--- src/dmarb_pkg.sv ---
package dmarb_pkg;

    // run counter width and the width used to compare it against hold_ticks
    localparam int COUNTER_BITS = 8;
    localparam int HOLD_W       = 8;
    localparam int CMP_W        = (COUNTER_BITS > HOLD_W) ? COUNTER_BITS : HOLD_W;

    // field widths
    localparam int CONF_W  = 11;
    localparam int SPEED_W = 16;
    localparam int TTC_W   = 16;
    localparam int CFG_IDX_W  = 3;
    localparam int CFG_DATA_W = 16;

    // configuration register indexes
    localparam logic [CFG_IDX_W-1:0] CFG_CONF_EXIT   = 3'd0;
    localparam logic [CFG_IDX_W-1:0] CFG_CONF_RETURN = 3'd1;
    localparam logic [CFG_IDX_W-1:0] CFG_HOLD_TICKS  = 3'd2;
    localparam logic [CFG_IDX_W-1:0] CFG_ACCEL_SPEED = 3'd3;
    localparam logic [CFG_IDX_W-1:0] CFG_BASE_SPEED  = 3'd4;
    localparam logic [CFG_IDX_W-1:0] CFG_TTC_STOP    = 3'd5;
    localparam logic [CFG_IDX_W-1:0] CFG_NARROW_SPEED = 3'd6;

    // configuration reset values
    localparam logic [CONF_W-1:0]  RST_CONF_EXIT    = 11'd400;
    localparam logic [CONF_W-1:0]  RST_CONF_RETURN  = 11'd700;
    localparam logic [HOLD_W-1:0]  RST_HOLD_TICKS   = 8'd5;
    localparam logic [SPEED_W-1:0] RST_ACCEL_SPEED  = 16'd300;
    localparam logic [SPEED_W-1:0] RST_BASE_SPEED   = 16'd150;
    localparam logic [TTC_W-1:0]   RST_TTC_STOP     = 16'd150;
    localparam logic [SPEED_W-1:0] RST_NARROW_SPEED = 16'd80;

    typedef enum logic [1:0] {
        MODE_LANE     = 2'd0,
        MODE_WAYPOINT = 2'd1,
        MODE_AVOID    = 2'd2,
        MODE_PARKING  = 2'd3
    } mode_t;

    // return mode after avoid: lane or waypoint
    localparam logic RET_LANE     = 1'b0;
    localparam logic RET_WAYPOINT = 1'b1;

    typedef struct packed {
        logic [CONF_W-1:0]  conf_exit_level;
        logic [CONF_W-1:0]  conf_return_level;
        logic [HOLD_W-1:0]  hold_ticks;
        logic [SPEED_W-1:0] accel_speed;
        logic [SPEED_W-1:0] base_speed;
        logic [TTC_W-1:0]   ttc_stop_level;
        logic [SPEED_W-1:0] narrow_gap_speed;
    } cfg_t;

    typedef struct packed {
        logic [CONF_W-1:0]  lane_confidence;
        logic [1:0]         zone_flags;
        logic [3:0]         avoid_flags;
        logic [2:0]         parking_flags;
        logic               emergency_stop;
        logic               traffic_stop;
        logic [TTC_W-1:0]   time_to_collision;
        logic [SPEED_W-1:0] avoid_speed;
        logic [SPEED_W-1:0] parking_speed;
    } item_t;

    typedef struct packed {
        mode_t              mode;
        logic [SPEED_W-1:0] speed_ref;
        logic               hard_stop;
    } result_t;

endpackage

--- src/driving_mode_arbiter_top.sv ---
// driving mode arbiter
// input channel: one sensor snapshot per transaction (in_valid / in_ready),
//   one snapshot per control tick
// output channel: one result per snapshot (out_valid / out_ready) carrying
//   mode, speed_ref and hard_stop
// configuration: cfg_we writes cfg_data into register cfg_index (0..6) at the
//   clock edge, no wait; indexes above 6 are ignored; write only while idle
// latency: a snapshot taken at edge N is decided between the input register
//   and the result register and is presented after edge N+1 when the result
//   register is free
// throughput: one transaction per cycle, set by the single decision stage
//   (counter update, mode transition, speed priority) between the registers
// stall: when out_ready is low the result holds, the input register keeps one
//   more snapshot, and in_ready drops only once both are full
// reset: rst_n (async, active low) clears both valids, sets lane mode with
//   lane as return mode, zeroes both run counters and loads default registers
module driving_mode_arbiter_top (
    input  logic                               clk,
    input  logic                               rst_n,
    // configuration port
    input  logic                               cfg_we,
    input  logic [dmarb_pkg::CFG_IDX_W-1:0]    cfg_index,
    input  logic [dmarb_pkg::CFG_DATA_W-1:0]   cfg_data,
    // input channel
    input  logic                               in_valid,
    output logic                               in_ready,
    input  logic [dmarb_pkg::CONF_W-1:0]       lane_confidence,
    input  logic [1:0]                         zone_flags,
    input  logic [3:0]                         avoid_flags,
    input  logic [2:0]                         parking_flags,
    input  logic                               emergency_stop,
    input  logic                               traffic_stop,
    input  logic [dmarb_pkg::TTC_W-1:0]        time_to_collision,
    input  logic [dmarb_pkg::SPEED_W-1:0]      avoid_speed,
    input  logic [dmarb_pkg::SPEED_W-1:0]      parking_speed,
    // output channel
    output logic                               out_valid,
    input  logic                               out_ready,
    output logic [1:0]                         mode,
    output logic [dmarb_pkg::SPEED_W-1:0]      speed_ref,
    output logic                               hard_stop
);

    dmarb_pkg::cfg_t    cfg;
    dmarb_pkg::item_t   in_item;
    dmarb_pkg::item_t   item_reg;
    dmarb_pkg::result_t core_result;
    dmarb_pkg::result_t result_reg;

    logic item_valid_reg;
    logic item_valid_next;
    logic out_valid_reg;
    logic out_valid_next;
    logic out_free;
    logic step;
    logic in_take;

    dmarb_cfg_regs u_cfg (
        .clk       (clk),
        .rst_n     (rst_n),
        .cfg_we    (cfg_we),
        .cfg_index (cfg_index),
        .cfg_data  (cfg_data),
        .cfg       (cfg)
    );

    // pack the incoming snapshot
    always_comb
    begin
        in_item.lane_confidence   = lane_confidence;
        in_item.zone_flags        = zone_flags;
        in_item.avoid_flags       = avoid_flags;
        in_item.parking_flags     = parking_flags;
        in_item.emergency_stop    = emergency_stop;
        in_item.traffic_stop      = traffic_stop;
        in_item.time_to_collision = time_to_collision;
        in_item.avoid_speed       = avoid_speed;
        in_item.parking_speed     = parking_speed;
    end

    // pipeline flow control
    assign out_free = !out_valid_reg || out_ready;
    assign step     = item_valid_reg && out_free;
    assign in_ready = !item_valid_reg || out_free;
    assign in_take  = in_valid && in_ready;

    assign item_valid_next = in_take || (item_valid_reg && !step);
    assign out_valid_next  = step || (out_valid_reg && !out_ready);

    dmarb_core u_core (
        .clk    (clk),
        .rst_n  (rst_n),
        .step   (step),
        .item   (item_reg),
        .cfg    (cfg),
        .result (core_result)
    );

    // valid flags
    always_ff @(posedge clk or negedge rst_n)
    begin
        if (!rst_n)
        begin
            item_valid_reg <= 1'b0;
            out_valid_reg  <= 1'b0;
        end
        else
        begin
            item_valid_reg <= item_valid_next;
            out_valid_reg  <= out_valid_next;
        end
    end

    // payload registers
    always_ff @(posedge clk)
    begin
        if (in_take)
            item_reg <= in_item;
        if (step)
            result_reg <= core_result;
    end

    assign out_valid = out_valid_reg;
    assign mode      = result_reg.mode;
    assign speed_ref = result_reg.speed_ref;
    assign hard_stop = result_reg.hard_stop;

endmodule

--- src/dmarb_cfg_regs.sv ---
module dmarb_cfg_regs (
    input  logic                               clk,
    input  logic                               rst_n,
    input  logic                               cfg_we,
    input  logic [dmarb_pkg::CFG_IDX_W-1:0]    cfg_index,
    input  logic [dmarb_pkg::CFG_DATA_W-1:0]   cfg_data,
    output dmarb_pkg::cfg_t                    cfg
);

    dmarb_pkg::cfg_t cfg_reg;
    dmarb_pkg::cfg_t cfg_next;

    // decode a register write, truncating data to the register width
    always_comb
    begin
        cfg_next = cfg_reg;
        if (cfg_we)
        begin
            unique case (cfg_index)
                dmarb_pkg::CFG_CONF_EXIT:
                    cfg_next.conf_exit_level = cfg_data[dmarb_pkg::CONF_W-1:0];
                dmarb_pkg::CFG_CONF_RETURN:
                    cfg_next.conf_return_level = cfg_data[dmarb_pkg::CONF_W-1:0];
                dmarb_pkg::CFG_HOLD_TICKS:
                    cfg_next.hold_ticks = cfg_data[dmarb_pkg::HOLD_W-1:0];
                dmarb_pkg::CFG_ACCEL_SPEED:
                    cfg_next.accel_speed = cfg_data[dmarb_pkg::SPEED_W-1:0];
                dmarb_pkg::CFG_BASE_SPEED:
                    cfg_next.base_speed = cfg_data[dmarb_pkg::SPEED_W-1:0];
                dmarb_pkg::CFG_TTC_STOP:
                    cfg_next.ttc_stop_level = cfg_data[dmarb_pkg::TTC_W-1:0];
                dmarb_pkg::CFG_NARROW_SPEED:
                    cfg_next.narrow_gap_speed = cfg_data[dmarb_pkg::SPEED_W-1:0];
                default:
                    cfg_next = cfg_reg;
            endcase
        end
    end

    // register file
    always_ff @(posedge clk or negedge rst_n)
    begin
        if (!rst_n)
        begin
            cfg_reg.conf_exit_level   <= dmarb_pkg::RST_CONF_EXIT;
            cfg_reg.conf_return_level <= dmarb_pkg::RST_CONF_RETURN;
            cfg_reg.hold_ticks        <= dmarb_pkg::RST_HOLD_TICKS;
            cfg_reg.accel_speed       <= dmarb_pkg::RST_ACCEL_SPEED;
            cfg_reg.base_speed        <= dmarb_pkg::RST_BASE_SPEED;
            cfg_reg.ttc_stop_level    <= dmarb_pkg::RST_TTC_STOP;
            cfg_reg.narrow_gap_speed  <= dmarb_pkg::RST_NARROW_SPEED;
        end
        else
        begin
            cfg_reg <= cfg_next;
        end
    end

    assign cfg = cfg_reg;

endmodule

--- src/dmarb_core.sv ---
module dmarb_core (
    input  logic                 clk,
    input  logic                 rst_n,
    input  logic                 step,
    input  dmarb_pkg::item_t     item,
    input  dmarb_pkg::cfg_t      cfg,
    output dmarb_pkg::result_t   result
);

    localparam logic [dmarb_pkg::COUNTER_BITS-1:0] CNT_MAX = '1;

    dmarb_pkg::mode_t                     mode_reg;
    dmarb_pkg::mode_t                     mode_next;
    logic                                 ret_reg;
    logic                                 ret_next;
    logic [dmarb_pkg::COUNTER_BITS-1:0]   low_cnt_reg;
    logic [dmarb_pkg::COUNTER_BITS-1:0]   low_cnt_next;
    logic [dmarb_pkg::COUNTER_BITS-1:0]   high_cnt_reg;
    logic [dmarb_pkg::COUNTER_BITS-1:0]   high_cnt_next;

    logic low_hit;
    logic high_hit;
    logic low_held;
    logic high_held;
    logic park_area;
    logic accel_area;
    logic obstacle;
    logic avoidable;
    logic man_done;
    logic narrow;
    logic spot_free;
    logic park_done;
    logic blocked;
    logic ttc_low;
    logic [dmarb_pkg::CMP_W-1:0] hold_ext;

    // flag decode
    assign park_area    = item.zone_flags[0];
    assign accel_area   = item.zone_flags[1];
    assign obstacle     = item.avoid_flags[0];
    assign avoidable    = item.avoid_flags[1];
    assign man_done     = item.avoid_flags[2];
    assign narrow       = item.avoid_flags[3];
    assign spot_free    = item.parking_flags[0];
    assign park_done    = item.parking_flags[1];
    assign blocked      = item.parking_flags[2];
    assign ttc_low      = item.time_to_collision < cfg.ttc_stop_level;

    // saturating hysteresis counters
    assign low_hit  = item.lane_confidence < cfg.conf_exit_level;
    assign high_hit = item.lane_confidence > cfg.conf_return_level;

    always_comb
    begin
        if (!low_hit)
            low_cnt_next = '0;
        else if (low_cnt_reg == CNT_MAX)
            low_cnt_next = low_cnt_reg;
        else
            low_cnt_next = low_cnt_reg + 1'b1;

        if (!high_hit)
            high_cnt_next = '0;
        else if (high_cnt_reg == CNT_MAX)
            high_cnt_next = high_cnt_reg;
        else
            high_cnt_next = high_cnt_reg + 1'b1;
    end

    assign hold_ext  = dmarb_pkg::CMP_W'(cfg.hold_ticks);
    assign low_held  = dmarb_pkg::CMP_W'(low_cnt_next) >= hold_ext;
    assign high_held = dmarb_pkg::CMP_W'(high_cnt_next) >= hold_ext;

    // mode transition
    always_comb
    begin
        mode_next = mode_reg;
        ret_next  = ret_reg;
        unique case (mode_reg)
            dmarb_pkg::MODE_LANE:
            begin
                priority if (park_area && spot_free)
                    mode_next = dmarb_pkg::MODE_PARKING;
                else if (obstacle && avoidable)
                begin
                    mode_next = dmarb_pkg::MODE_AVOID;
                    ret_next  = dmarb_pkg::RET_LANE;
                end
                else if (low_held)
                    mode_next = dmarb_pkg::MODE_WAYPOINT;
                else
                    mode_next = mode_reg;
            end
            dmarb_pkg::MODE_WAYPOINT:
            begin
                priority if (obstacle && avoidable)
                begin
                    mode_next = dmarb_pkg::MODE_AVOID;
                    ret_next  = dmarb_pkg::RET_WAYPOINT;
                end
                else if (high_held)
                    mode_next = dmarb_pkg::MODE_LANE;
                else
                    mode_next = mode_reg;
            end
            dmarb_pkg::MODE_AVOID:
            begin
                if (man_done)
                    mode_next = (ret_reg == dmarb_pkg::RET_WAYPOINT) ?
                                dmarb_pkg::MODE_WAYPOINT : dmarb_pkg::MODE_LANE;
            end
            dmarb_pkg::MODE_PARKING:
            begin
                if (park_done)
                    mode_next = dmarb_pkg::MODE_LANE;
            end
            default:
                mode_next = mode_reg;
        endcase
    end

    // speed selection for the new mode
    always_comb
    begin
        result.mode      = mode_next;
        result.speed_ref = '0;
        result.hard_stop = 1'b0;
        unique case (mode_next)
            dmarb_pkg::MODE_LANE,
            dmarb_pkg::MODE_WAYPOINT:
            begin
                priority if (item.emergency_stop)
                    result.hard_stop = 1'b1;
                else if (item.traffic_stop)
                    result.speed_ref = '0;
                else if (accel_area)
                    result.speed_ref = cfg.accel_speed;
                else
                    result.speed_ref = cfg.base_speed;
            end
            dmarb_pkg::MODE_AVOID:
            begin
                priority if (item.emergency_stop || ttc_low)
                    result.hard_stop = 1'b1;
                else if (narrow && (cfg.narrow_gap_speed < item.avoid_speed))
                    result.speed_ref = cfg.narrow_gap_speed;
                else
                    result.speed_ref = item.avoid_speed;
            end
            dmarb_pkg::MODE_PARKING:
            begin
                priority if (item.emergency_stop)
                    result.hard_stop = 1'b1;
                else if (blocked)
                    result.speed_ref = '0;
                else
                    result.speed_ref = item.parking_speed;
            end
            default:
                result.speed_ref = '0;
        endcase
    end

    // state registers, advanced once per transaction
    always_ff @(posedge clk or negedge rst_n)
    begin
        if (!rst_n)
        begin
            mode_reg     <= dmarb_pkg::MODE_LANE;
            ret_reg      <= dmarb_pkg::RET_LANE;
            low_cnt_reg  <= '0;
            high_cnt_reg <= '0;
        end
        else if (step)
        begin
            mode_reg     <= mode_next;
            ret_reg      <= ret_next;
            low_cnt_reg  <= low_cnt_next;
            high_cnt_reg <= high_cnt_next;
        end
    end

endmodule

--- config.mk ---
export PLATFORM = sky130hd
export DESIGN_NAME = driving_mode_arbiter_top
export DESIGN_NICKNAME = d
export VERILOG_FILES = /design/src/dmarb_pkg.sv /design/src/driving_mode_arbiter_top.sv /design/src/dmarb_cfg_regs.sv /design/src/dmarb_core.sv
export SDC_FILE = /design/constraint.sdc
export NUM_CORES = 1
export LEC_CHECK = 0
export BUFFER_PORTS_ARGS = -buffer_cell sky130_fd_sc_hd__buf_2
export CORE_ASPECT_RATIO = 2
export CORE_MARGIN = 4
export CORE_UTILIZATION = 45
export CTS_CLUSTER_DIAMETER = 50
export DETAILED_ROUTE_END_ITERATION = 12
export HOLD_SLACK_MARGIN = 0.06
export PLACE_DENSITY = 0.74
export SYNTH_ARGS = -nofsm -noshare
export SYNTH_HDL_FRONTEND = slang
export SYNTH_SLANG_ARGS = --single-unit
--- constraint.sdc ---
create_clock -name clk -period 4.8 [get_ports clk]
set_input_delay 0.96 -clock clk [delete_from_list [all_inputs] [get_ports clk]]
set_output_delay 0.96 -clock clk [all_outputs]
set_load 0.05 [all_outputs]
# Word-level counts from Yosys, hierarchy flattened
# Cells that the tools add are included.
# totals
ff_bits	204
latchBits	0
ram_bits	0
rom_bits	0
in_bits	94
out_inout_bits	21
wordCells	106
memories	0
# classes
addsub	2
mul	0
div_mod_pow	0
n_lt_le_gt_ge	6
eq_ne	17
shift	0
muxes	27
n_bitwise	0
n_reduce_logical	29
# ops
cell	count
$mux 16	7
$pmux 17 s3	1
$lt 16x16->1	2
$mux 8	4
$add 8x1->8 const B	2
$eq 8x8->1 const B	2
$ge 8x8->1	2
$mux 2	7
$reduce_and 2->1	7
$gt 11x11->1	1
$lt 11x11->1	1
$eq 3x3->1 const B	3
$eq 2x2->1 const B	4
$pmux 2 s4	1
$logic_and 1x1->1	7
$eq 3x2->1 const B	2
$mux 1	6
$logic_or 1x1->1	5
$reduce_and 5->1	1
$eq 2x1->1 const B	2
$logic_not 1->1	4
$logic_not 2->1	2
$ne 2x1->1 const B	2
$eq 3x1->1 const B	1
other kinds (5)	5

# Longest topological paths before layout
# Gate-level depths: netlist of run 1.
# depth
ltp_word	11
ltp_mapped	18
ltp_nobuf	16

# Modules after synthesis
# Synthesis of run 1 repeated with hierarchy kept, for this count alone.
# hier_totals
hier_cells	790
area_unflattened_um2	10102.2
# by_module_without_submodules
module	n_inst	cells_each	area_each_um2	seq_area_each_um2
dmarb_core	1	489	3699.8	475.5
dmarb_cfg_regs	1	204	3626.0	2383.5
driving_mode_arbiter_top	1	97	2776.4	2722.6

# Worst setup path before layout of run 1
# OpenSTA, ideal clock, no wires.
# synth_timing
path_type	register -> register
from	register u_cfg.cfg_reg, in the netlist u_cfg.cfg[87]
to	register result_reg, in the netlist speed_ref[0] (data pin)
setup_ps	144
t_arrival_ps	3648
required_ps	4656
slack_ps	1007
path_stages_with_launch	17
n_path_buf	2
synth_period_minus_slack_ps	3793
path_cell_list	dfstp_2 -> inv_1 -> ha_1 -> o21ai_0 -> a21oi_1 -> o21ai_0 -> o21ai_0 -> clkbuf_1 -> nand2b_1 -> ha_1 -> nand2b_4 -> a2111oi_4 -> nor4_1 -> o32a_1 -> or4_4 -> buf_6 -> o21ai_1
# synth_lines
element	line	rtl
start, declared	dmarb_cfg_regs.sv:10	dmarb_pkg::cfg_t cfg_reg;
start signal, assigned	dmarb_cfg_regs.sv:55	cfg_reg <= cfg_next;
end signal, assigned	driving_mode_arbiter_top.sv:120	result_reg <= core_result;
end, declared	driving_mode_arbiter_top.sv:48	dmarb_pkg::result_t result_reg;

==> results of run 1 <==
## kinds of logic (layout without fill, tap and decap cells)
kind of cell,after synthesis,in the layout,synth area share
buf+inv,96,227,0.03812
fa+ha+maj,69,69,0.08797
other cells,0,2,0
flops,204,204,0.5687
compound gates,155,155,0.09868
xor+xnor,6,6,0.005354
simple gates,182,182,0.08949
mux,101,101,0.1117
## power by group through the flow
stage                     sequential [mW]  clock, mW  combinational (mW)
after floorplan                      2.43          0               0.844
after global placement               2.38          0                1.25
after detailed placement             2.39          0                1.28
after CTS                            2.36       1.63                1.30
after global routing                 2.39       1.71                1.43
final                                2.36       1.60                1.29
## area by class of cell
| class | instances | area [um^2] |
|---|---|---|
| antenna | 2 | 5.005 |
| timing repair buffer | 125 | 655.6 |
| clock inverter | 6 | 52.55 |
| multi-input combinational | 513 | 3870 |
| clock buffer | 30 | 631.9 |
| sequential | 204 | 5582 |
| tap | 273 | 341.6 |
| inverter | 66 | 247.7 |
| fill | 1924 | 10100 |
## routing by layer
metal | wire [um] | part of all wire
met1 | 8039 | 0.34
met5 | 7 | 0.00030
met3 | 888 | 0.038
met2 | 13490 | 0.57
met4 | 1165 | 0.049
## worst max path at each step
| stage | from | to | slack [ns] | cells after the start |
|---|---|---|---|---|
| detailed placement | item_reg[60]$_DFFE_PP_ | speed_ref[14]$_DFFE_PP_ | 0.69 | 15 |
| finish | item_reg[60]$_DFFE_PP_ | speed_ref[0]$_DFFE_PP_ | 0.59 | 15 |
| global placement | item_reg[60]$_DFFE_PP_ | speed_ref[14]$_DFFE_PP_ | 0.83 | 15 |
| CTS | item_reg[60]$_DFFE_PP_ | speed_ref[0]$_DFFE_PP_ | 0.63 | 15 |
| floorplan | u_cfg.cfg[87]$_DFFE_PN1P_ | speed_ref[0]$_DFFE_PP_ | 1.01 | 16 |
| global route | u_cfg.cfg[81]$_DFFE_PN1P_ | speed_ref[0]$_DFFE_PP_ | 0.45 | 16 |
## critical path, delay by kind of cell (launching register included)
family / cells / cell delay [ns]
AOI/OAI and AO/OA: 8 / 1.67
adders and majority gates: 2 / 0.61
DFF: 1 / 0.40
and+or+nand+nor: 5 / 1.39
## through the flow
stage / std cells / hold WS [ns] / util
2_1_floorplan: 813 / 0.4569 / -
3_3_place_gp: 1181 / 0.4737 / 0.4977
3_5_place_dp: 1181 / 0.4934 / 0.4977
4_1_cts: 1217 / 0.4976 / 0.5296
5_1_grt: 1217 / 0.5202 / 0.5296
6_report: 1219 / 0.4894 / 0.5298
## layout by cell type (no fill, tap or decap), drive strengths merged, types with 4 or more instances in the layout
cell type  count
inv           66
xor2           4
nand2         59
nand3         12
and3           4
nor3b          5
ha            69
a21o           8
mux2i         33
nand2b        11
nand4          7
dfstp         25
a211oi         7
dfrtp         90
a31oi         18
and2           5
o211ai         8
nor3          14
nor4           7
clkbuf        30
o21a           4
edfxtp        89
o21ai         61
nor2          45
mux2          68
clkinv         5
a21oi         27
buf          125
a211o          5
==> flow_summary.ini, run 1 <==
[critical_path]
cpPeakStageDelay_ns = 0.65
crit_arrival_ns = 4.56
critPathKind = register to register
cp-end-kind = register
reg2reg_depth = 15
start_kind = register
critPathRequiredTime_ns = 5.15
crit_fanout = 15
regToRegSetupSlack_ns = 0.59
slowest_stage = or4_4
rr_startpoint = item_reg[60]$_DFFE_PP_
timing.rr.end = speed_ref[0]$_DFFE_PP_
cpMostUsedCell = ha_1
crit_chain = ha_1, nor2b_1, o211a_1, o311a_1, a211o_1, nand2_1, a31o_2, nor2_1, ha_1, o211ai_1, nor3_1, a21oi_1, o32a_1, or4_4, o21ai_1

[layout]
area_growth_pct = 16.01
final_area_um2 = 11390
nNetsFinal = 1093
drive_gt1_frac = 0.2754
largest_reg_flops = 94

[yosys]
synth.top_cell.area_share = 0.2723
synth_most_common_cell = dfrtp_1
yosys_most_used_dff = dfrtp_1
syn_area_per_cell_um2 = 12.07
ys_warn_count = 0
synth.distinct_cells = 56
yosysSeqAreaShare = 0.5687
async_flop_share = 0.5637
synth_top_cells_by_area = edfxtp_1 (27%), dfrtp_1 (23%), ha_1 (8.8%), mux2_2 (7.8%), dfstp_2 (6.7%)
yosys.area.top_type = edfxtp_1
ys_ff_latch = 204
postSynthCellCount = 813
synth_fp_nets = 976
synth_edf_count = 89
synthTopCellsByCount = dfrtp_1 (90), edfxtp_1 (89), ha_1 (69), mux2_2 (68), inv_1 (64)
synth_area_um2 = 9814

[sta]
setup_viol = 0
hold_viol_final = 0
finalCritPeriodShare = 0.8773
period_needed_ns = 4.211
rsz0062_at_grt = no
setup_ws_ns = 0.5892
setup_tns_ns = 0
timing.final.max_slew_violations = 0
fmax_ghz = 0.2375
max_slew.worst_pin.slew_ns = 1.094
max_slew_margin = 0.2667
skew_ns = 0.01532

[cts]
numCtsBuffers = 20
clockBufferDepth = 3
cts_tree = yes
cts_sinks = 204
holdBufCountCts = 0
clock_latency_ns = 0.50
clk_pin_slew_worst_paths_ns = 0.07
cts_root_buf = clkbuf_16
post-cts-setup-buffer-count = 0
cts_resized = 0
htreeDepth = 1

[place]
pre_cts_ws_ns = 0.6930
place_area_um2 = 10700
place.gp.congestion = 0.8672
dp_hpwl_um = 17310
io_buffers = 114

[worst_hold_path]
hold_start = item_valid_reg$_DFF_PN0_
whs_path_depth = 1
hold_path.class = register to register
hold_end = out_valid$_DFF_PN0_

[routing]
routedWlPerCell_um = 19.35
wl_um = 23590
vias = 6685
ant_nets = 0
via_per_inst = 5.484
drc_errors = 0
drt_first_iter_violations = 393
first_pass_iters = 5

[global_route]
grt_util_met2 = 0.3831
grt_pass1_wl_um = 36870
top_usage_layer = met2
grt_overflow = 0
grtUsageMet3 = 0.02226
antenna_found_initial = 1
gr-usage-met1 = 0.1942
grt_max_degree = 60
globalRouteTotalUtil = 0.1940
grt_pass1_vias = 7125

[power]
p_sw_mw = 1.627
power_frac_seq = 0.450
power_density_nw_per_um2 = 461.0
power_mw = 5.249
power_frac_comb = 0.245
pwr-share-clk = 0.305
p_int_mw = 3.622
p_leak_nw = 5.037
swShare = 0.3100
ir_worst_vdd_v = 0.0003330

[floorplan]
initial_utilization = 0.4567
ios = 115
core_area_um2 = 21490
row_count = 76
dieArea_um2 = 24380
die_y_um = 216.9
die_x_um = 112.4

[flow_run]
cap_violations = 0

[outcome]
outcome = completed
No activity file was read; power rests on OpenSTA's default activity.
==> run 2: changes to the inputs <==
==> constraint.sdc (replaced) <==
create_clock -name clk -period 4.28 [get_ports clk]
set_input_delay 0.856 -clock clk [delete_from_list [all_inputs] [get_ports clk]]
set_output_delay 0.856 -clock clk [all_outputs]
set_load 0.05 [all_outputs]
==> run 2 against run 1 <==
Effect of this change: non-clock buffer count rose by 2; register-to-register slack worse by 0.32 ns; fmax up 4.9%; die area is the same; sequential share of layout area down 0.41 points.
==> flow_summary.ini, run 2 (same netlist as run 1, synthesis figures left out) <==
[routing]
first_pass_iters = 5
drc_errors = 0
ant_nets = 0
via_per_inst = 5.518
wl_um = 23490
routedWlPerCell_um = 19.27
vias = 6727
drt_first_iter_violations = 353

[critical_path]
slowest_stage = or4_4
start_kind = register
path_depth = 15
cpPeakStageDelay_ns = 0.65
crit_chain = ha_1, nor2b_1, o211a_1, o311a_1, a211o_1, nand2_2, a31o_2, nor2_1, ha_1, o211ai_1, nor3_1, a21oi_1, o32a_1, or4_4, o21ai_1
crit_buf_inv = 0
reg2reg_depth = 15
crit_fanout = 15
cpMostUsedCell = ha_1
critPathKind = register to register
crit_arrival_ns = 4.37
cp-end-kind = register
worst_path_dominant_cell_family = compound AO/OA/AOI/OAI gates
critPathRequiredTime_ns = 4.63

[global_route]
grt_overflow = 0
globalRouteTotalUtil = 0.1931
grt_max_degree = 55
grt_pass1_vias = 7080
antenna_found_initial = 2
grt_pass1_wl_um = 36920

[floorplan]
core_area_um2 = 21490
dieArea_um2 = 24380
die_y_um = 216.9
ios = 115
initial_utilization = 0.4567
row_count = 76
die_x_um = 112.4

[sta]
setup_viol = 0
finalCritPeriodShare = 0.9376
period_needed_ns = 4.013
max_slew_margin = 0.2571
fmax_ghz = 0.2492
max_slew.worst_pin.slew_ns = 1.108
setup_tns_ns = 0
skew_ns = 0.01121
timing.final.max_slew_violations = 0
rsz0062_at_grt = no
whs_ns = 0.3898
hold_viol_final = 0

[cts]
cts_root_buf = clkbuf_16
cts_tree = yes
clk_pin_slew_worst_paths_ns = 0.06
clock_latency_ns = 0.51
post-cts-setup-buffer-count = 0
cts_sinks = 204
clockBufferDepth = 3
holdBufCountCts = 0
cts_resized = 0
numCtsBuffers = 20
htreeDepth = 1

[layout]
drive_gt1_frac = 0.2812
area_growth_pct = 16.98
largest_reg_flops = 94
final_cell_mix = buf_2 (113), dfrtp_1 (90), edfxtp_1 (89)
nNetsFinal = 1095
layout_commonest_cell = buf_2
antenna_cells = 0

[place]
dp_hpwl_um = 17360
io_buffers = 114
place.gp.congestion = 0.8865

[power]
ir_worst_vdd_v = 0.0003977
p_leak_nw = 5.094
power_density_nw_per_um2 = 528.4

[flow_run]
cap_violations = 0

[worst_hold_path]
hold_path.class = input pin to asynchronous set/reset pin

[outcome]
outcome = completed
## run 2: changes by cell type in the layout (fill, tap and decap cells not counted), sizes merged
cell      delta
diode        -2
bufinv       +3
buf          +2
clkinvlp     -1
clkbuf       -3
inv          +1
## run 2: final cells by class
cell class / count / area, um^2
clock inverters: 9 / 123.9
flip-flops and latches: 204 / 5582
well taps: 273 / 341.6
repair buffers: 127 / 683.2
inverters: 66 / 247.7
multi-input cells: 513 / 3872
clock buffers: 27 / 630.6
fillers: 1876 / 10010
## run 2: stage by stage
| step | instances | utilization | instance area [um^2] | power, mW | worst slack (ns) |
|---|---|---|---|---|---|
| finish | 1219 | 0.5342 | 11480 | 6.067 | 0.2670 |
| global route | 1219 | 0.5342 | 11480 | 6.380 | 0.008161 |
| CTS | 1219 | 0.5341 | 11480 | 6.113 | 0.1910 |
| detailed placement | 1183 | 0.4990 | 10720 | 4.133 | 0.2214 |
| global placement | 1183 | 0.4990 | 10720 | 4.078 | 0.3208 |
| floorplan | 813 | - | 9814 | 3.672 | 0.4871 |
## run 2: power by group
part / internal [mW] / switching, mW / total, mW
registers: 2.43 / 0.210 / 2.64
clock network: 1.22 / 0.756 / 1.98
logic: 0.598 / 0.850 / 1.45
total: 4.25 / 1.82 / 6.07
## run 2: worst paths after layout
path                                     startpoint                         to  slack (ns)
setup / recovery             item_reg[60]$_DFFE_PP_    speed_ref[13]$_DFFE_PP_        0.27
hold / removal                                rst_n  u_cfg.cfg[78]$_DFFE_PN0P_        0.39
setup reg to reg             item_reg[60]$_DFFE_PP_    speed_ref[13]$_DFFE_PP_        0.27
hold reg to reg            item_valid_reg$_DFF_PN0_        out_valid$_DFF_PN0_        0.50
max in group asynchronous                     rst_n  u_cfg.cfg[36]$_DFFE_PN1P_        2.93
min in group clk           item_valid_reg$_DFF_PN0_        out_valid$_DFF_PN0_        0.50
## run 2: metal layers
layer | global-route usage | vias to the layer above | part of all wire | routed length (um)
met2 | 0.3779 | 175 | 0.57 | 13320
met4 | 0.09386 | 4 | 0.046 | 1087
met5 | 0 | - | 0.0011 | 26
met3 | 0.02309 | 61 | 0.036 | 851
met1 | 0.1972 | 3310 | 0.35 | 8204
li1 | - | 3177 | - | -
==> run 3: changes to the inputs <==
--- a/config.mk
+++ b/config.mk
@@ -5,8 +5,9 @@
 export SDC_FILE = /design/constraint.sdc
 export NUM_CORES = 1
 export LEC_CHECK = 0
+export ABC_AREA = 1
 export BUFFER_PORTS_ARGS = -buffer_cell sky130_fd_sc_hd__buf_2
-export CORE_ASPECT_RATIO = 2
+export CORE_ASPECT_RATIO = 0.9
 export CORE_MARGIN = 4
 export CORE_UTILIZATION = 45
 export CTS_CLUSTER_DIAMETER = 50
==> run 3 against run 2 <==
Effect of this change: wire length fell by 1.9%; clock-buffer cell count rose by 12; sequential cell count did not move; hold slack improved by 0.095 ns; global-route usage fell by 0.42 points; synthesized area rose by 1.0%; combinational power fell by 3%; via count rose by 11%; synthesized cell count rose by 29%.
==> flow_summary.ini, run 3 <==
[outcome]
outcome = completed

[routing]
first_pass_iters = 5
wl_um = 23040
vias = 7491
via_per_inst = 5.092
drc_errors = 0
routedWlPerCell_um = 15.66
drt_first_iter_violations = 690
ant_nets = 0

[global_route]
grt_pass1_vias = 7192
antenna_found_initial = 0
globalRouteTotalUtil = 0.1888
grt_max_degree = 87
grt_overflow = 0
grt_pass1_wl_um = 36970

[cts]
cts_resized = 0
cts_sinks = 204
htreeDepth = 1
clock_latency_ns = 0.52
clk_pin_slew_worst_paths_ns = 0.06
post-cts-setup-buffer-count = 0
cts_tree = yes
holdBufCountCts = 0
clockBufferDepth = 3
numCtsBuffers = 25
cts_root_buf = clkbuf_16

[place]
dp_cells = 1425
pre_cts_ws_ns = 0.4524
io_buffers = 114
place.gp.congestion = 0.8497
dp_hpwl_um = 16400

[yosys]
synth_fp_nets = 1209
synth_area_um2 = 9915
yosysSeqAreaShare = 0.5630
ys_ff_latch = 204
async_flop_share = 0.5637
syn_area_per_cell_um2 = 9.478
ys_warn_count = 0
synth_most_common_cell = nand2_1
synth.distinct_cells = 37
postSynthCellCount = 1046
yosys.area.top_type = edfxtp_1
yosys_most_used_dff = dfrtp_1
synthTopCellsByCount = nand2_1 (275), inv_1 (142), o21ai_0 (117), dfrtp_1 (90), edfxtp_1 (89)
synth_edf_count = 89
synth_top_cells_by_area = edfxtp_1 (27%), dfrtp_1 (23%), nand2_1 (10%), ha_1 (8.7%), dfstp_2 (6.6%)
synth.top_cell.area_share = 0.2696

[floorplan]
ios = 115
core_area_um2 = 21630
dieArea_um2 = 24470
initial_utilization = 0.4583
die_x_um = 164.5
row_count = 51
die_y_um = 148.8

[sta]
setup_ws_ns = 0.4008
finalCritPeriodShare = 0.9063
setup_tns_ns = 0
skew_ns = 0.01217
period_needed_ns = 3.879
max_slew_margin = 0.2730
setup_viol = 0
timing.final.max_slew_violations = 0
max_slew.worst_pin.slew_ns = 1.090
hold_viol_final = 0
rsz0062_at_grt = no
fmax_ghz = 0.2578

[critical_path]
timing.rr.end = speed_ref[11]$_DFFE_PP_
crit_arrival_ns = 4.12
reg2reg_depth = 19
critPathRequiredTime_ns = 4.52
regToRegSetupSlack_ns = 0.40
critPathKind = register to register
cp-end-kind = register
start_kind = register
rr_startpoint = u_cfg.cfg[87]$_DFFE_PN1P_
crit_start = u_cfg.cfg[87]$_DFFE_PN1P_
crit_end = speed_ref[11]$_DFFE_PP_
crit_fanout = 18

[power]
p_leak_nw = 5.522
p_sw_mw = 1.964
pwr-share-clk = 0.334
power_frac_comb = 0.234
p_int_mw = 4.066
swShare = 0.3257
ir_worst_vdd_v = 0.0003364
power_frac_seq = 0.432
power_density_nw_per_um2 = 521.9

[layout]
antenna_cells = 0
instances_no_fill = 1471
drive_gt1_frac = 0.1669
finish.utilization = 0.5342
fillers = 1945
final_cell_mix = nand2_1 (275), inv_1 (141), o21ai_0 (117)
nNetsFinal = 1324
area_growth_pct = 16.54
layout_commonest_cell = nand2_1
largest_reg_flops = 94

[worst_hold_path]
hold_path.class = register to register

[flow_run]
cap_violations = 0
## run 3: cells by family after synthesis
kind of cell	after synthesis	synth area share
flops	204	0.5630
simple gates	415	0.1773
xor+xnor	6	0.005301
buf+inv	176	0.06928
fa+ha+maj	69	0.08708
compound gates	176	0.09806
## run 3: how the worst min path moves through the flow
stage / startpoint / end / cells after the start / slack (ns)
after floorplan: u_cfg.cfg[16]$_DFFE_PN0P_ / u_cfg.cfg[16]$_DFFE_PN0P_ / 2 / 0.45
after global placement: item_valid_reg$_DFF_PN0_ / out_valid$_DFF_PN0_ / 2 / 0.47
after detailed placement: u_cfg.cfg[57]$_DFFE_PN0P_ / u_cfg.cfg[57]$_DFFE_PN0P_ / 2 / 0.47
after CTS: time_to_collision[12] / item_reg[44]$_DFFE_PP_ / 1 / 0.48
after global routing: time_to_collision[14] / item_reg[46]$_DFFE_PP_ / 1 / 0.48
final: u_cfg.cfg[65]$_DFFE_PN0P_ / u_cfg.cfg[65]$_DFFE_PN0P_ / 2 / 0.49
## run 3: per-stage QoR
| step | power (mW) | instance area [um^2] | hold slack, ns |
|---|---|---|---|
| floorplan | 3.653 | 9915 | 0.4530 |
| global placement | 3.984 | 10750 | 0.4651 |
| detailed placement | 4.039 | 10750 | 0.4725 |
| CTS | 6.074 | 11550 | 0.4770 |
| global route | 6.401 | 11550 | 0.4807 |
| finish | 6.031 | 11550 | 0.4850 |
## run 3: critical path, stage by stage, from the launching register on
cell and delay [ns]:
dfstp_2 0.53, inv_1 0.04, ha_1 0.29, a21oi_1 0.13
o21ai_0 0.09, nand2_1 0.08, nand3_1 0.29, or2_2 0.42
ha_1 0.27, o21ai_0 0.07, nand2_1 0.06, nand2_1 0.04
nand2_1 0.06, nand2_1 0.05, nand2_1 0.05, nand2_1 0.04
nand2_1 0.45, nand2_2 0.36, nand3_1 0.16, nand3_1 0.09
## run 3: power groups by stage
stage / Sequential [mW] / Clock (mW) / Combinational, mW
5_1_grt: 2.64 / 2.14 / 1.62
6_report: 2.61 / 2.02 / 1.41
4_1_cts: 2.60 / 2.05 / 1.42
2_1_floorplan: 2.72 / 0 / 0.934
3_5_place_dp: 2.64 / 0 / 1.40
3_3_place_gp: 2.63 / 0 / 1.36
## run 3: layout make-up
type	instances	area, um^2	share of cell area
Clock inverter	7	65.06	0.005631
Sequential cell	204	5582	0.4831
Timing Repair Buffer	120	618.1	0.05349
Tap cell	291	364.1	0.03151
Inverter	144	540.5	0.04678
Multi-Input combinational cell	666	3646	0.3155
Clock buffer	39	739.5	0.06400
## run 3: metal layers
metal	GRT usage	part of all wire
met1	0.2714	0.46
met2	0.3004	0.46
met3	0.03868	0.060
met4	0.03950	0.016
met5	0	0
